### src/hdl/pfx_eval_pkg.sv
// Shared types and constants for the postfix expression evaluator.
// No dependencies; imported by postfix_expression_evaluator.
package pfx_eval_pkg;

   typedef enum logic [2:0] {
      ST_IDLE,
      ST_RD_RIGHT,
      ST_RD_LEFT,
      ST_EXEC,
      ST_DIV,
      ST_DIV_END,
      ST_FIN_RD,
      ST_FIN_OUT
   } state_type;

   typedef enum logic [2:0] {
      OP_ADD,
      OP_SUB,
      OP_MUL,
      OP_DIV,
      OP_MOD
   } op_type;

   localparam logic [1:0] STATUS_OK        = 2'd0;
   localparam logic [1:0] STATUS_DIV_ZERO  = 2'd1;
   localparam logic [1:0] STATUS_UNDERFLOW = 2'd2;
   localparam logic [1:0] STATUS_OVERFLOW  = 2'd3;

   localparam logic [7:0] CHAR_ZERO    = 8'h30;
   localparam logic [7:0] CHAR_NINE    = 8'h39;
   localparam logic [7:0] CHAR_PLUS    = 8'h2B;
   localparam logic [7:0] CHAR_MINUS   = 8'h2D;
   localparam logic [7:0] CHAR_STAR    = 8'h2A;
   localparam logic [7:0] CHAR_SLASH   = 8'h2F;
   localparam logic [7:0] CHAR_PERCENT = 8'h25;

   localparam int unsigned WORD_W   = 32;
   localparam int unsigned STEP_W   = 5;
   localparam logic [STEP_W-1:0] STEP_LAST = 5'd31;

endpackage

### src/hdl/postfix_expression_evaluator.sv
// Postfix evaluator: digits are pushed from idle; + - * read both operands and
// execute; / and % then run a radix-2 restoring divider, one quotient bit per
// cycle over 32 steps. A token marked last then reads the stack top before the
// result beat. One token in flight at a time; req_stall is high while a token
// is being worked. Synchronous active-high reset clears the sequencer, stack
// count, error latch and result valid; the stack memory itself is not cleared.
module postfix_expression_evaluator
   import pfx_eval_pkg::*;
#(
   parameter int unsigned STACK_DEPTH = 16
) (
   input  logic               clock,
   input  logic               reset,
   input  logic               req_valid,
   output logic               req_stall,
   input  logic [7:0]         req_token,
   input  logic               req_last,
   output logic               rsp_valid,
   input  logic               rsp_stall,
   output logic signed [31:0] rsp_value,
   output logic [1:0]         rsp_status
);

   localparam int unsigned ADDR_W = (STACK_DEPTH > 1) ? $clog2(STACK_DEPTH) : 1;
   localparam int unsigned CNT_W  = $clog2(STACK_DEPTH + 1);

   // stack storage
   logic [WORD_W-1:0] stack_mem [STACK_DEPTH];
   logic [WORD_W-1:0] rd_data_ff;
   logic [ADDR_W-1:0] rd_addr;
   logic              wr_en;
   logic [ADDR_W-1:0] wr_addr;
   logic [WORD_W-1:0] wr_data;

   state_type         state_ff, state_in;
   logic [CNT_W-1:0]  count_ff, count_in;
   logic [1:0]        err_ff, err_in;
   op_type            op_ff, op_in;
   logic              last_ff, last_in;
   logic [WORD_W-1:0] right_ff, right_in;
   logic [WORD_W-1:0] quo_ff, quo_in;
   logic [WORD_W-1:0] rem_ff, rem_in;
   logic [WORD_W-1:0] div_ff, div_in;
   logic              neg_q_ff, neg_q_in;
   logic              neg_r_ff, neg_r_in;
   logic [STEP_W-1:0] step_ff, step_in;
   logic              rsp_valid_ff, rsp_valid_in;
   logic [WORD_W-1:0] rsp_value_ff, rsp_value_in;
   logic [1:0]        rsp_status_ff, rsp_status_in;

   logic              in_acc;
   logic              out_free;
   logic              is_digit;
   logic              is_op;
   op_type            tok_op;
   logic              few_operands;
   logic              is_divide;
   logic [ADDR_W-1:0] top_addr;
   logic [ADDR_W-1:0] next_addr;
   logic [WORD_W-1:0] left_val;
   logic [WORD_W-1:0] left_mag;
   logic [WORD_W-1:0] right_mag;
   logic [WORD_W-1:0] prod;
   logic [WORD_W-1:0] arith_res;
   logic [WORD_W:0]   shifted;
   logic [WORD_W:0]   diff;
   logic              fits;
   logic [WORD_W-1:0] div_res;

   assign req_stall  = (state_ff != ST_IDLE);
   assign rsp_valid  = rsp_valid_ff;
   assign rsp_value  = rsp_value_ff;
   assign rsp_status = rsp_status_ff;

   assign in_acc   = req_valid && (state_ff == ST_IDLE);
   assign out_free = !rsp_valid_ff || !rsp_stall;

   // token decode
   always_comb begin
      is_digit = (req_token inside {[CHAR_ZERO:CHAR_NINE]});
      is_op    = 1'b1;
      tok_op   = OP_ADD;
      case (req_token)
         CHAR_PLUS:    tok_op = OP_ADD;
         CHAR_MINUS:   tok_op = OP_SUB;
         CHAR_STAR:    tok_op = OP_MUL;
         CHAR_SLASH:   tok_op = OP_DIV;
         CHAR_PERCENT: tok_op = OP_MOD;
         default:      is_op  = 1'b0;
      endcase
   end

   assign few_operands = (count_ff < CNT_W'(2));
   assign top_addr     = ADDR_W'(count_ff - CNT_W'(1));
   assign next_addr    = ADDR_W'(count_ff - CNT_W'(2));
   assign is_divide    = (op_ff == OP_DIV) || (op_ff == OP_MOD);

   // shared datapath: operands come from the stack read register
   assign left_val  = rd_data_ff;
   assign left_mag  = left_val[WORD_W-1] ? (WORD_W'(0) - left_val) : left_val;
   assign right_mag = right_ff[WORD_W-1] ? (WORD_W'(0) - right_ff) : right_ff;
   assign prod      = WORD_W'(left_val * right_ff);

   always_comb begin
      case (op_ff)
         OP_ADD:  arith_res = left_val + right_ff;
         OP_SUB:  arith_res = left_val - right_ff;
         default: arith_res = prod;
      endcase
   end

   // one restoring-division step
   assign shifted = {rem_ff, quo_ff[WORD_W-1]};
   assign fits    = (shifted >= {1'b0, div_ff});
   assign diff    = shifted - {1'b0, div_ff};

   always_comb begin
      if (op_ff == OP_DIV) begin
         div_res = neg_q_ff ? (WORD_W'(0) - quo_ff) : quo_ff;
      end else begin
         div_res = neg_r_ff ? (WORD_W'(0) - rem_ff) : rem_ff;
      end
   end

   // next state
   always_comb begin
      state_in = state_ff;
      case (state_ff)
         ST_IDLE: begin
            if (in_acc) begin
               if ((err_ff == STATUS_OK) && is_op && !few_operands) begin
                  state_in = ST_RD_RIGHT;
               end else if (req_last) begin
                  state_in = ST_FIN_RD;
               end
            end
         end
         ST_RD_RIGHT: state_in = ST_RD_LEFT;
         ST_RD_LEFT:  state_in = ST_EXEC;
         ST_EXEC: begin
            if (is_divide && (right_ff != '0)) begin
               state_in = ST_DIV;
            end else begin
               state_in = last_ff ? ST_FIN_RD : ST_IDLE;
            end
         end
         ST_DIV: begin
            if (step_ff == STEP_LAST) begin
               state_in = ST_DIV_END;
            end
         end
         ST_DIV_END: state_in = last_ff ? ST_FIN_RD : ST_IDLE;
         ST_FIN_RD:  state_in = ST_FIN_OUT;
         ST_FIN_OUT: begin
            if (out_free) begin
               state_in = ST_IDLE;
            end
         end
         default: state_in = ST_IDLE;
      endcase
   end

   // datapath and control outputs
   always_comb begin
      count_in      = count_ff;
      err_in        = err_ff;
      op_in         = op_ff;
      last_in       = last_ff;
      right_in      = right_ff;
      quo_in        = quo_ff;
      rem_in        = rem_ff;
      div_in        = div_ff;
      neg_q_in      = neg_q_ff;
      neg_r_in      = neg_r_ff;
      step_in       = step_ff;
      rsp_valid_in  = rsp_valid_ff && rsp_stall;
      rsp_value_in  = rsp_value_ff;
      rsp_status_in = rsp_status_ff;
      rd_addr       = top_addr;
      wr_en         = 1'b0;
      wr_addr       = next_addr;
      wr_data       = arith_res;
      case (state_ff)
         ST_IDLE: begin
            if (in_acc) begin
               op_in   = tok_op;
               last_in = req_last;
               if (err_ff == STATUS_OK) begin
                  if (is_digit) begin
                     if (count_ff == CNT_W'(STACK_DEPTH)) begin
                        err_in = STATUS_OVERFLOW;
                     end else begin
                        wr_en    = 1'b1;
                        wr_addr  = count_ff[ADDR_W-1:0];
                        wr_data  = WORD_W'(req_token - CHAR_ZERO);
                        count_in = count_ff + CNT_W'(1);
                     end
                  end else if (is_op && few_operands) begin
                     err_in = STATUS_UNDERFLOW;
                  end
               end
            end
         end
         ST_RD_LEFT: begin
            rd_addr  = next_addr;
            right_in = rd_data_ff;
         end
         ST_EXEC: begin
            if (is_divide) begin
               if (right_ff == '0) begin
                  err_in = STATUS_DIV_ZERO;
               end else begin
                  quo_in   = left_mag;
                  rem_in   = '0;
                  div_in   = right_mag;
                  neg_q_in = left_val[WORD_W-1] ^ right_ff[WORD_W-1];
                  neg_r_in = left_val[WORD_W-1];
                  step_in  = '0;
               end
            end else begin
               wr_en    = 1'b1;
               count_in = count_ff - CNT_W'(1);
            end
         end
         ST_DIV: begin
            quo_in  = {quo_ff[WORD_W-2:0], fits};
            rem_in  = fits ? diff[WORD_W-1:0] : shifted[WORD_W-1:0];
            step_in = step_ff + STEP_W'(1);
         end
         ST_DIV_END: begin
            wr_en    = 1'b1;
            wr_data  = div_res;
            count_in = count_ff - CNT_W'(1);
         end
         ST_FIN_OUT: begin
            // hold the top read until the result register frees up
            if (out_free) begin
               rsp_valid_in = 1'b1;
               if (err_ff != STATUS_OK) begin
                  rsp_value_in  = '0;
                  rsp_status_in = err_ff;
               end else if (count_ff == '0) begin
                  rsp_value_in  = '0;
                  rsp_status_in = STATUS_UNDERFLOW;
               end else begin
                  rsp_value_in  = rd_data_ff;
                  rsp_status_in = STATUS_OK;
               end
               count_in = '0;
               err_in   = STATUS_OK;
            end
         end
         default: begin
         end
      endcase
   end

   always_ff @(posedge clock) begin
      if (wr_en) begin
         stack_mem[wr_addr] <= wr_data;
      end
      rd_data_ff <= stack_mem[rd_addr];
   end

   always_ff @(posedge clock) begin
      if (reset) begin
         state_ff     <= ST_IDLE;
         count_ff     <= '0;
         err_ff       <= STATUS_OK;
         rsp_valid_ff <= 1'b0;
      end else begin
         state_ff     <= state_in;
         count_ff     <= count_in;
         err_ff       <= err_in;
         rsp_valid_ff <= rsp_valid_in;
      end
      op_ff         <= op_in;
      last_ff       <= last_in;
      right_ff      <= right_in;
      quo_ff        <= quo_in;
      rem_ff        <= rem_in;
      div_ff        <= div_in;
      neg_q_ff      <= neg_q_in;
      neg_r_ff      <= neg_r_in;
      step_ff       <= step_in;
      rsp_value_ff  <= rsp_value_in;
      rsp_status_ff <= rsp_status_in;
   end

endmodule
### config.mk
export PLATFORM = sky130hd
export DESIGN_NAME = postfix_expression_evaluator
export DESIGN_NICKNAME = d
export VERILOG_FILES = /design/src/hdl/pfx_eval_pkg.sv /design/src/hdl/postfix_expression_evaluator.sv
export SDC_FILE = /design/constraint.sdc
export NUM_CORES = 2
export LEC_CHECK = 0
export BUFFER_PORTS_ARGS = -buffer_cell sky130_fd_sc_hd__buf_2
export CAP_MARGIN = 20
export CORE_MARGIN = 2
export CORE_UTILIZATION = 65
export DETAILED_ROUTE_END_ITERATION = 12
export PLACE_DENSITY = 0.88
export SKIP_LAST_GASP = 1
export SLEW_MARGIN = 40
export SYNTH_ARGS = -nofsm -noshare
export SYNTH_HDL_FRONTEND = slang
export SYNTH_SLANG_ARGS = --single-unit
export TNS_END_PERCENT = 20
### constraint.sdc
create_clock -name clock -period 8.1 [get_ports clock]
set_input_delay 1.62 -clock clock [delete_from_list [all_inputs] [get_ports clock]]
set_output_delay 1.62 -clock clock [all_outputs]
set_load 0.02 [all_outputs]
## Word level (Yosys, flattened, before mapping)

Memories as Yosys holds them, arrays and structs flattened. A register that Yosys moved wholly into a read port is not among the register bits.
Cells that the tools add are included.
W data, S select, Z words.

- Mux-type cells: 65
- Divide/modulo/power cells: 0
- Multipliers: 1
- Add/subtract/negate cells: 12
- Bitwise gates (word level): 2
- Equality and inequality tests: 30
- Reductions and logical operators: 32
- $lt $le $gt $ge: 4
- Shift operators: 0

Operators with widths:

| kind | count |
|---|---|
| $mux W32 | 13 |
| $pmux W32 S2 | 4 |
| $sub A1 B32 Y32 const A | 4 |
| $sub A32 B32 Y32 | 2 |
| $eq A8 B6 Y1 const B | 5 |
| $mux W5 | 8 |
| $ge A33 B32 Y1 | 1 |
| $add A32 B32 Y32 | 1 |
| $logic_not A32 Y1 | 1 |
| $mul A32 B32 Y32 | 1 |
| $reduce_bool A32 Y1 | 1 |
| $mux W31 | 1 |
| $mux W4 | 6 |
| $pmux W3 S8 | 1 |
| $mux W3 | 7 |
| $mux W2 | 10 |
| $pmux W5 S4 | 1 |
| $ne A2 B2 Y1 const B | 9 |
| $eq A3 B3 Y1 const B | 5 |
| $pmux W3 S4 | 1 |
| $add A5 B1 Y5 const B | 2 |
| $eq A5 B5 Y1 const B | 2 |
| $mux W1 | 10 |
| $pmux W5 S2 | 1 |
| 30 further kinds | 49 |

- Memories: 1
- Memory bits (writable): 512
- Register bits after elaboration: 184
- ROM bits: 0
- Latch bits: 0

Memories:

| name | depth | width | rd ports | clocked after Yosys merged registers in | wr ports | RTL line | text |
|---|---|---|---|---|---|---|---|
| stack_mem | 16 | 32 | 1 | 1 | 1 | postfix_expression_evaluator.sv:28 | `logic [WORD_W-1:0] stack_mem [STACK_DEPTH];` |

## Depth between registers and ports, before layout

- Depth after elaboration: 9
- Gate-level depth with buffers: 27
- Gate-level depth less buffers: 25

## Worst setup path before layout

OpenSTA, ideal clock, no wires.

- Path kind: reg2reg
- Start point: reg right_ff[6]
- End point: mem stack_mem[0][30] (data pin)
- Cell stages (with the launch flop): 23
- Library setup time: 0.330 ns
- Path slack: 0.569 ns
- Required time: 7.770 ns
- Clock period less this slack: 7.531 ns
- Arrival: 7.201 ns
- Cell sequence: edfxtp_1 -> clkbuf_1 -> clkbuf_1 -> and2_1 -> fa_1 -> fa_1 -> fa_1 -> inv_1 -> fa_1 -> inv_1 -> fa_1 -> fa_1 -> fa_1 -> fa_1 -> ha_1 -> a21o_1 -> a21o_1 -> a21oi_1 -> nand4_1 -> a2111o_1 -> nand3_1 -> a32oi_1 -> o21ai_0

- Longest elaborated chain between the ends: 7

RTL lines:

| item | RTL line | text |
|---|---|---|
| start: declaration | postfix_expression_evaluator.sv:40 | `logic [WORD_W-1:0] right_ff, right_in;` |
| start signal: assignment | postfix_expression_evaluator.sv:279 | `right_ff <= right_in;` |
| $mul A32 B32 Y32 (tied with other cells) | postfix_expression_evaluator.sv:102 | `assign prod = WORD_W'(left_val * right_ff);` |
| $pmux W32 S2 * | postfix_expression_evaluator.sv:105 | `case (op_ff)` |
| $mux W32 | postfix_expression_evaluator.sv:190 | `if (count_ff == CNT_W'(STACK_DEPTH)) begin` |
| $mux W32 | postfix_expression_evaluator.sv:189 | `if (is_digit) begin` |
| $mux W32 | postfix_expression_evaluator.sv:188 | `if (err_ff == STATUS_OK) begin` |
| $mux W32 | postfix_expression_evaluator.sv:185 | `if (in_acc) begin` |
| $pmux W32 S2 * | postfix_expression_evaluator.sv:183 | `case (state_ff)` |
| net wr_data[30] | postfix_expression_evaluator.sv:33 | `logic [WORD_W-1:0] wr_data;` |
| end: declaration | postfix_expression_evaluator.sv:28 |  |

The timed path passes the listed nets; every way through them passes the cells marked *.

## Worst setup path in the final report

- Start point: reg right_ff[2]
- End point: mem stack_mem[7][30] (data pin)

The elaborated chain is that of the path after synthesis.

==> flow_summary.ini <==
[logic_synthesis]
ys_types = 89
postSynthAreaPerCell_sq_um = 11.8
synth_top_area_frac = 0.405
yosysWarnings = 0
synth.net_count = 4913
synth.area.top_cells = edfxtp_1 41%, fa_1 16%, mux4_2 5.7%
synth_seq_area_share = 0.422
yosys.area.top_type = edfxtp_1
yosysMostFrequentCell = edfxtp_1
syn_area_sq_um = 50800
synth-seq-cells = 728
netlist_instances = 4290
postSynth.asyncResetShare = 0
synth_edf_count = 685
ys_top_cells_by_count = 685 x edfxtp_1, 449 x inv_1, 419 x nand2_1
ys.flop_type = edfxtp_1

[worst_setup_path]
cp.required_ps = 8570
cp-end-kind = register
crit_type = register to register
reg2reg_depth = 25
reg2reg_to = stack_mem[7][30]
cp_slowest_cell = fa_1
path_common_cell = fa_1
arrival_ps = 8530
r2r-start = right_ff[2]
critical_path.max_fanout = 16
start_kind = register
path_delay_family = adder cells
critical_path.max_stage_delay_ps = 550
crit_buf_inv = 7
rrSetupSlack_ps = 40

[routing]
met2_wirelength_um = 69100
drc_errors = 0
drtAntennaViolNets = 0
dr.pass1.iters = 8
drtIter0Drc = 4710
wire_per_inst_um = 27.1
routed_wirelength_um = 149000
highest_layer = met5
via_per_inst = 6.57
wl_met1_um = 51700
num_vias = 36000
detailroute.wirelength.met3_um = 18000

[grt]
antenna_found_initial = 11
grt.overflow.total = 0
grt_pass1_wl_um = 224000
grt_usage = 0.374
grt_pass1_vias = 36600
grt_max_degree = 129

[floorplanning]
die_y_um = 283
pin_count = 49
start_util = 0.656
die_area_sq_um = 80300
core_sq_um = 77300
die_x_um = 283
rows = 102

[sta]
period_share = 0.995
setup_tns_ps = 0
drv_slew = 0
hold_violations = 0
period_minus_slack_ps = 8060
finClkSkew_ps = 54.8
hold_slack_ps = 554
fmax_mhz = 124
setup-violations-final = 0
slew_headroom = 0.382
tightest_slew_ps = 921

[cells_and_area]
fill_cells = 5065
areaGrowthSynthToFinish_pct = 9.78
drive_gt1_frac = 0.126
multiInputGateArea_sq_um = 26900
final_nets = 4998
regArea_sq_um = 21400

[min_path]
min_from = rsp_valid
whs_path_depth = 2
holdPathEnd = rsp_valid
hp-class = register to register

[clock_tree]
cts_buffers = 76
worstSkewPairLatency_ps = 660
root_buffer = clkbuf_16
cts_sinks = 728
clk_pin_slew_ps = 60
hold_buffers = 0
cts_tree = built
htree_num_levels = 3
cts_buffer_depth = 3

[placement]
dpl.hpwl_um = 99800
place_congestion = 1.03
portBuffers = 48

[flow_run]
maxCapViolations = 0

[run_status]
status = finished, final reports clean
## cell type report
type | count | share of cell area
Antenna cell | 1 | 0.0000449
Clock buffer | 103 | 0.0369
Tap cell | 1040 | 0.0234
Clock inverter | 36 | 0.00829
Sequential cell | 728 | 0.385
Multi-Input combinational cell | 2872 | 0.483
Timing Repair Buffer | 248 | 0.0335
Inverter | 449 | 0.0302
## worst max-delay path by stage
| stage | startpoint | to | slack (ps) | cells after the start |
|---|---|---|---|---|
| after global placement | right_ff[2] | stack_mem[0][30] | 320 | 24 |
| after detailed placement | left_val[15] | stack_mem[13][31] | 150 | 21 |
| after floorplan | right_ff[6] | stack_mem[0][30] | 570 | 22 |
| after global routing | right_ff[2] | stack_mem[12][30] | -90 | 25 |
| final | right_ff[2] | stack_mem[7][30] | 40 | 25 |
| after CTS | left_val[15] | stack_mem[0][31] | 120 | 21 |
## registers in the layout, summed over array words and instances, names as in the netlist
register,cells
step_ff,5
err_ff,2
left_val,32
state_ff,3
rem_ff,32
count_ff,5
op_ff,3
rsp_status,2
stack_mem,512
right_ff,32
rsp_valid,1
last_ff,1
rsp_value,32
quo_ff,32
neg_r_ff,1
div_ff,32
neg_q_ff,1
## worst reg2reg max path: cells and delay by family (launching register included)
kind            cells  cell delay (ps)
compound gates      5             1790
fa+ha+maj           9             3690
simple gates        4             1140
flops               1              360
buf+inv             7              910
## stage by stage
step | cells | util | cell area (sq um) | setup slack (ps)
2_1_floorplan | 4290 | - | 50800 | 569
3_3_place_gp | 5298 | 0.682 | 52800 | 322
3_5_place_dp | 5302 | 0.683 | 52900 | 148
4_1_cts | 5441 | 0.716 | 55400 | 123
5_1_grt | 5476 | 0.720 | 55700 | -92.2
6_report | 5477 | 0.720 | 55700 | 43.7
## per-layer routing
metal,track usage,up-vias
met4,0.207,14
met2,0.592,2549
met1,0.481,17800
met5,0,-
li1,-,15000
met3,0.0900,655
## cells by family (layout without fill, tap and decap cells)
kind of cell / after synthesis / in the layout / synth area share
xor+xnor: 278 / 278 / 0.0482
compound gates: 612 / 612 / 0.0782
other cells: 0 / 1 / 0
flops: 728 / 728 / 0.422
mux: 195 / 195 / 0.0700
buf+inv: 690 / 836 / 0.0515
fa+ha+maj: 610 / 610 / 0.211
simple gates: 1177 / 1177 / 0.119
## layout by cell type, fill, tap and decap left out, types with 123 or more instances in the layout
cell,Yosys,routed
ha_1,200,200
fa_1,410,410
edfxtp_1,685,685
nand2_1,419,417
and2_1,352,346
xor2_1,123,123
a21oi_1,137,134
buf_4,0,185
mux4_2,128,128
nor2_1,129,124
o21ai_0,159,158
xnor2_1,154,152
inv_1,449,449
## repair_timing
action                     4_1_cts  5_1_grt
setup buffers                    0       30
resized for setup                0        9
setup endpoints to repair        0       96
Power is left out: the tool's default activity adds up to more than one toggle a clock period on the data nets, which glitch-free logic cannot reach.
